===== config.mk =====
export PLATFORM = sky130hd
export DESIGN_NAME = sequence_gap_reboot_monitor
export DESIGN_NICKNAME = d
export VERILOG_FILES = /design/src/hw/rtl/sgrm_pkg.sv /design/src/hw/rtl/sgrm_core.sv /design/src/hw/rtl/sequence_gap_reboot_monitor.sv
export SDC_FILE = /design/constraint.sdc
export NUM_CORES = 1
export LEC_CHECK = 0
export BUFFER_PORTS_ARGS = -buffer_cell sky130_fd_sc_hd__buf_4
export CORE_ASPECT_RATIO = 0.7
export CORE_MARGIN = 2
export CORE_UTILIZATION = 51
export CTS_CLUSTER_SIZE = 16
export DETAILED_ROUTE_END_ITERATION = 10
export PLACE_DENSITY = 0.73
export SETUP_SLACK_MARGIN = 0.4
export SYNTH_ARGS = -nofsm -noshare
export SYNTH_HDL_FRONTEND = slang
export SYNTH_SLANG_ARGS = --single-unit

===== constraint.sdc =====
create_clock -name clk -period 15.25 [get_ports clk]
set_clock_uncertainty 0.05 [all_clocks]
set_input_delay 0 -clock clk [delete_from_list [all_inputs] [get_ports clk]]
set_output_delay 0 -clock clk [all_outputs]
set_load 0.03 [all_outputs]

===== src/hw/rtl/sgrm_pkg.sv =====
// sgrm_pkg: shared types and constants of the sequence gap / reboot monitor.
// No dependencies.
package sgrm_pkg;

	localparam int SEQ_W    = 8;
	localparam int SEARCH_W = 16;
	localparam int TOTAL_W  = 32;

	localparam logic [SEQ_W-1:0] SEQ_RESTART    = 8'h00;
	localparam logic [SEQ_W-1:0] SEQ_WRAP_LAST  = 8'hFF;
	localparam logic [SEQ_W-1:0] SEQ_WRAP_FIRST = 8'h01;
	localparam logic [SEQ_W-1:0] SEQ_STEP       = 8'h01;
	localparam logic [SEQ_W-1:0] SEQ_BACK_SKIP  = 8'h02;

	typedef struct packed {
		logic [SEQ_W-1:0]    seq;
		logic [SEARCH_W-1:0] search;
	} item_t;

	typedef struct packed {
		logic               reboot;
		logic [SEQ_W-1:0]   lost;
		logic               dup;
		logic [TOTAL_W-1:0] reboot_total;
		logic [TOTAL_W-1:0] received_total;
		logic [TOTAL_W-1:0] lost_total;
	} result_t;

endpackage


===== src/hw/rtl/sgrm_core.sv =====
// sgrm_core: detector and loss-counter state with the per-transaction update.
// Depends on sgrm_pkg.
module sgrm_core import sgrm_pkg::*; #(
	parameter int COUNT_WIDTH = 32
) (
	input  logic    clk,
	input  logic    arst_n,
	input  logic    fire,
	input  item_t   item,
	output result_t res
);

	logic [SEQ_W-1:0]       prev_seq_reboot_q;
	logic [SEARCH_W-1:0]    prev_search_q;
	logic [SEQ_W-1:0]       prev_seq_loss_q;
	logic                   first_taken_q;
	logic [COUNT_WIDTH-1:0] reboot_cnt_q;
	logic [COUNT_WIDTH-1:0] received_cnt_q;
	logic [COUNT_WIDTH-1:0] lost_cnt_q;

	logic                   reboot;
	logic                   dup;
	logic                   gap;
	logic [SEQ_W-1:0]       lost;
	logic                   latch_loss;
	logic [COUNT_WIDTH:0]   reboot_sum;
	logic [COUNT_WIDTH:0]   received_sum;
	logic [COUNT_WIDTH:0]   lost_sum;
	logic [COUNT_WIDTH-1:0] reboot_nxt;
	logic [COUNT_WIDTH-1:0] received_nxt;
	logic [COUNT_WIDTH-1:0] lost_nxt;

	always_comb begin
		if (item.seq == SEQ_RESTART) begin
			reboot = 1'b1;
		end else if (item.seq == SEQ_WRAP_FIRST && prev_seq_reboot_q == SEQ_WRAP_LAST) begin
			reboot = 1'b0;
		end else begin
			reboot = (item.seq < prev_seq_reboot_q) && (item.search < prev_search_q);
		end
	end

	always_comb begin
		dup        = 1'b0;
		gap        = 1'b0;
		lost       = '0;
		latch_loss = 1'b1;
		if (!first_taken_q || reboot) begin
			latch_loss = 1'b1;
		end else if (item.seq == SEQ_WRAP_FIRST && prev_seq_loss_q == SEQ_WRAP_LAST) begin
			latch_loss = 1'b1;
		end else if (prev_seq_loss_q != SEQ_WRAP_LAST
				&& item.seq == prev_seq_loss_q + SEQ_STEP) begin
			latch_loss = 1'b1;
		end else if (item.seq == prev_seq_loss_q) begin
			dup        = 1'b1;
			latch_loss = 1'b0;
		end else begin
			gap = 1'b1;
			if (item.seq > prev_seq_loss_q) begin
				lost = item.seq - prev_seq_loss_q - SEQ_STEP;
			end else begin
				lost = item.seq - prev_seq_loss_q - SEQ_BACK_SKIP;
			end
		end
	end

	// saturating counters: carry out of the add means stick at all ones
	assign reboot_sum   = {1'b0, reboot_cnt_q} + (COUNT_WIDTH+1)'(reboot);
	assign received_sum = {1'b0, received_cnt_q} + (COUNT_WIDTH+1)'(1'b1);
	assign lost_sum     = {1'b0, lost_cnt_q} + (COUNT_WIDTH+1)'(gap ? lost : '0);

	assign reboot_nxt   = reboot_sum[COUNT_WIDTH] ? '1 : reboot_sum[COUNT_WIDTH-1:0];
	assign received_nxt = received_sum[COUNT_WIDTH] ? '1 : received_sum[COUNT_WIDTH-1:0];
	assign lost_nxt     = lost_sum[COUNT_WIDTH] ? '1 : lost_sum[COUNT_WIDTH-1:0];

	always_ff @(posedge clk or negedge arst_n) begin
		if (!arst_n) begin
			prev_seq_reboot_q <= '0;
			prev_search_q     <= '0;
			prev_seq_loss_q   <= '0;
			first_taken_q     <= 1'b0;
			reboot_cnt_q      <= '0;
			received_cnt_q    <= '0;
			lost_cnt_q        <= '0;
		end else if (fire) begin
			prev_seq_reboot_q <= item.seq;
			prev_search_q     <= item.search;
			first_taken_q     <= 1'b1;
			reboot_cnt_q      <= reboot_nxt;
			received_cnt_q    <= received_nxt;
			lost_cnt_q        <= lost_nxt;
			if (latch_loss) begin
				prev_seq_loss_q <= item.seq;
			end
		end
	end

	assign res.reboot         = reboot;
	assign res.lost           = lost;
	assign res.dup            = dup;
	assign res.reboot_total   = TOTAL_W'(reboot_nxt);
	assign res.received_total = TOTAL_W'(received_nxt);
	assign res.lost_total     = TOTAL_W'(lost_nxt);

endmodule


===== src/hw/rtl/sequence_gap_reboot_monitor.sv =====
// Channel  | valid / stall         | payload
// pkt      | pkt_valid / pkt_stall | sequence_number, search_count
// res      | res_valid / res_stall | reboot_seen, lost_now, duplicate_seen, *_total
//
// One packet per cycle while res_stall is low, via input register then result register.
// The detector and counter state update as a packet moves from the input register
// into the result register. Reset clears core state, counters, valid bits; no sweep.
// A stalled result holds; pkt_stall rises only when both registers are full.
// Depends on sgrm_pkg and sgrm_core.
module sequence_gap_reboot_monitor import sgrm_pkg::*; #(
	parameter int COUNT_WIDTH = 32
) (
	input  logic                clk,
	input  logic                arst_n,
	input  logic                pkt_valid,
	output logic                pkt_stall,
	input  logic [SEQ_W-1:0]    sequence_number,
	input  logic [SEARCH_W-1:0] search_count,
	output logic                res_valid,
	input  logic                res_stall,
	output logic                reboot_seen,
	output logic [SEQ_W-1:0]    lost_now,
	output logic                duplicate_seen,
	output logic [TOTAL_W-1:0]  reboot_total,
	output logic [TOTAL_W-1:0]  received_total,
	output logic [TOTAL_W-1:0]  lost_total
);

	logic    valid_s1;
	item_t   item_s1;
	logic    valid_s2;
	result_t res_s2;
	result_t res_comb;
	logic    s2_free;
	logic    fire;

	assign s2_free   = !valid_s2 || !res_stall;
	assign fire      = valid_s1 && s2_free;
	assign pkt_stall = valid_s1 && !s2_free;

	always_ff @(posedge clk or negedge arst_n) begin
		if (!arst_n) begin
			valid_s1 <= 1'b0;
		end else if (!pkt_stall) begin
			valid_s1 <= pkt_valid;
		end
	end

	always_ff @(posedge clk) begin
		if (pkt_valid && !pkt_stall) begin
			item_s1.seq    <= sequence_number;
			item_s1.search <= search_count;
		end
	end

	sgrm_core #(
		.COUNT_WIDTH(COUNT_WIDTH)
	) u_core (
		.clk   (clk),
		.arst_n(arst_n),
		.fire  (fire),
		.item  (item_s1),
		.res   (res_comb)
	);

	always_ff @(posedge clk or negedge arst_n) begin
		if (!arst_n) begin
			valid_s2 <= 1'b0;
		end else if (s2_free) begin
			valid_s2 <= valid_s1;
		end
	end

	always_ff @(posedge clk) begin
		if (fire) begin
			res_s2 <= res_comb;
		end
	end

	assign res_valid      = valid_s2;
	assign reboot_seen    = res_s2.reboot;
	assign lost_now       = res_s2.lost;
	assign duplicate_seen = res_s2.dup;
	assign reboot_total   = res_s2.reboot_total;
	assign received_total = res_s2.received_total;
	assign lost_total     = res_s2.lost_total;

endmodule

==> results by stage <==
Synthesis:
- Yosys mapped a number of flops with a built-in enable equal to 130.
- The post-synthesis average cell area is approximately 10 sq um.
- When the netlist entered floorplanning its net count stood at 1338.
- The mapped netlist covers 13200 sq um.
- The sequential element share of the synthesized area is 54.3%.
- The number of register bits inferred by synthesis is roughly 260.
- The number of warning messages in the yosys log is 0.
- The synthesized instance count is 1263.
- Among all flip-flop cells after synthesis, the most frequent one is dfrtp_1.
- The count of distinct cell types in the synthesized netlist is 60.
- For this run, asynchronously set or reset flops after synthesis account for 50.2%.

Clocking:
- The maximum buffer depth of the clock tree is 3.
- Post-CTS timing repair inserted 0 buffers for setup.
- The clock-pin transition on the worst setup and hold timing paths is 0.07 ns.
- The cell at the root of the clock tree is clkbuf_16.
- The TritonCTS clock tree is yes.
- The clock latency at the later pin of the worst-skew pair is 0.53 ns.
- In this run, CTS created clock tree buffers numbering 27.
- In this run the number of H-tree levels came out at 1.
- Clock tree synthesis found a total of approximately 260 sinks.

Flow run:
- Across the run, the number of max-cap violations was 0.

Pwr:
- VDD sags by at most 0.0777 mV.
- Dividing total power by cell area gives a power density of 148 nW/um^2.
- The power consumption is 0.00231 W.
- For this design the static power due to leakage is 6.86 nW.

Worst setup path:
- The sort of element at the end of the critical path is a flip-flop.
- Of all nets on the critical path, the largest fanout is 20.
- STA puts the critical path data arrival time at between 6 and 7 ns.
- The required arrival time at the worst endpoint is 15.67 ns.
- The nature of the critical path startpoint is a flip-flop.
- The classification of the worst setup path is reg -> reg.

Placement:
- Summed over all nets, the half-perimeter wirelength after detailed placement is just under 20000 um.
- Timing analysis after detailed placement gives a worst setup slack of 9.63 ns.
- The congestion estimate from routability-driven global placement came to 0.918.
- Input and output buffers added on the ports amount to between 100 and 150.
- The placement-stage cell area is 14500 sq um.

STA:
- The final hold slack is -0.0136 ns.
- After layout, the worst setup slack is 9.52 ns.
- Setup repair after global routing left no endpoint under its margin.
- The normalized max-slew margin is approximately 22%.
- The minimum clock period after layout is between 5 and 6 ns.
- The measured slew at the worst slew-check pin is 1.16 ns.
- In the final timing run, aggregate negative setup slack is 0 ns.
- Setup violations remaining at the end of the flow were counted as 0.
- The fraction of the cycle the final worst path needs is 37.6%.
- The hold violation total from the final report is 5.
- For this run, the top clock speed supported by timing is 0.175 GHz.
- The total count of max-transition violations in the final report came to 0.

Drt:
- For this run, the detailed router's first-pass iteration total came to 5.
- For this run, design rule violations remaining after detail routing come to 0.
- The total wire length is 28900 um.
- The average via count per standard cell is 5.68.
- Once detail routing completed, the nets flagged for antenna violations numbered 0.
- After the first detailed-routing iteration, the DRC count stood at 863.
- The mean routed wirelength per cell is ~16 um.
- The routed layout has 9963 vias.

Die:
- The area of the die is roughly 27000 sq um.
- After floorplanning, the core was sized to cover 25600 sq um.
- The horizontal die dimension is approximately 200 um.
- The number of top-level design ports is 136.
- The die span in y is 139 um.
- In this run the core area contains 49 standard-cell rows.
- For this configuration, the core starts out at a cell density of 51.8%.

Layout:
- The filler cells instantiated in the layout total 2084.
- The commonest non-fill, non-tap cell in the layout is nand2_1.
- In the final design database the tool counted roughly 1500 nets.
- The number of antenna diodes in the final layout is 0.
- In the layout the commonest cells are nand2_1, buf_4, dfrtp_1.
- The share of layout cells above drive strength 1 is between 10% and 20%.
- With fillers left out, the area of the finished cells amounts to ~16000 sq um.
- The post-synthesis to final-layout area growth is 18.3%.

Outcome:
- The flow ran to the end, but the final reports show violations.
- The checks that failed: hold timing.

Global route:
- The via count of the first global-routing pass is around 9200.
- The initial antenna violation count was 0.
- The first global-routing pass estimated 47200 um of wire.
- The global router's overall resource usage is between 20% and 30%.
- The largest net degree at the start of global routing is 121.
- Global routing finished with a remaining overflow of 0.

Min path:
- The worst hold path belongs to the class in -> async.
==> layer usage <==
layer	global-route usage (%)	share of wire, %
met1	33.1	49
met2	31.8	44
met3	2.85	5.4
met4	3.83	1.6
met5	0	0
==> where the power goes <==
part	total, W	internal [W]	switching [W]
registers	0.000939	0.000871	0.0000678
clock network	0.000668	0.000395	0.000273
logic	0.000705	0.000267	0.000438
total	0.00231	0.00153	0.000778
==> state kept, by name (all words and copies together) (netlist names), 8 cells and up <==
| name | count |
|---|---|
| lost_total | 32 |
| reboot_total | 32 |
| received_total | 32 |
| u_core.lost_cnt_q | 32 |
| u_core.reboot_cnt_q | 32 |
| u_core.received_cnt_q | 32 |
| item_s1 | 24 |
| u_core.prev_search_q | 16 |
| lost_now | 8 |
| u_core.prev_seq_loss_q | 8 |
| u_core.prev_seq_reboot_q | 8 |
==> logic make-up (layout without fill, tap and decap cells) <==
logic type,after synthesis,in the layout,share of synthesized area [%]
buf+inv,98,259,3.01
mux,43,43,3.64
simple gates,477,477,17.4
flops,261,261,54.3
xor+xnor,85,85,5.73
fa+ha+maj,47,47,4.56
compound gates,252,252,11.4
==> through the flow <==
| step | util (%) | hold slack [ns] | std cells |
|---|---|---|---|
| finish | 61.2 | -0.0136 | 1755 |
| global placement | 56.6 | -0.00126 | 1678 |
| detailed placement | 56.6 | -0.00834 | 1678 |
| CTS | 61.2 | 0.00247 | 1755 |
| floorplan | - | -0.346 | 1263 |
| global route | 61.2 | 0.0501 | 1755 |
==> area by class of cell <==
class                   instances  area (sq um)  area share (%)
flip-flops and latches        261          7180            45.9
multi-input cells             904          5660            36.2
repair buffers                168          1340            8.53
clock buffers                  35           746            4.76
well taps                     331           414            2.65
inverters                      42           163            1.04
clock inverters                14           154           0.983
==> synthesized netlist by cell type, types with 35 or more instances <==
cell type,instances,area [sq um]
inv_1,42,158
ha_1,45,563
mux2_2,41,462
a31oi_1,44,275
nand3_1,45,225
nor2_1,93,349
o21ai_0,75,375
xor2_1,43,377
edfxtp_1,130,3900
nand2_1,190,713
dfrtp_1,131,3280
xnor2_1,41,359
clkbuf_1,35,131
a21oi_1,68,340
==> worst max-delay path: stages, from the launching register on <==
cell	delay, ns
edfxtp_1	0.51
nor4_1	0.42
nand3_1	0.17
or3_1	0.39
nand4_1	0.07
or4_1	0.16
nand3_1	0.44
a211oi_1	0.62
fa_1	0.31
a21o_1	0.12
a21oi_1	0.08
o21bai_1	0.18
o22a_1	0.60
nand3_1	0.79
buf_4	0.47
nand2b_1	0.12
mux2_2	0.15
==> path summary, 6_finish.rpt <==
kind                               startpoint                      end  slack (ns)  cells after the start
setup / recovery                  item_s1[20]     u_core.lost_cnt_q[1]        9.52                     16
hold / removal                         arst_n  u_core.reboot_cnt_q[24]       -0.01                      2
setup reg to reg                  item_s1[20]     u_core.lost_cnt_q[1]        9.52                     16
hold reg to reg                    item_s1[0]  u_core.prev_search_q[0]        0.41                      2
max in group asynchronous              arst_n    u_core.lost_cnt_q[23]       13.81                      3
min in group clk           sequence_number[2]              item_s1[18]        0.14                      2
==> timing repair <==
item | in CTS | in global routing
hold endpoints to repair | 90 | 0
endpoints found under the setup margin | 0 | 0
resized for setup | 0 | 0
hold buffers | 28 | 0
Note: power is estimated with default switching activity, not from simulation.
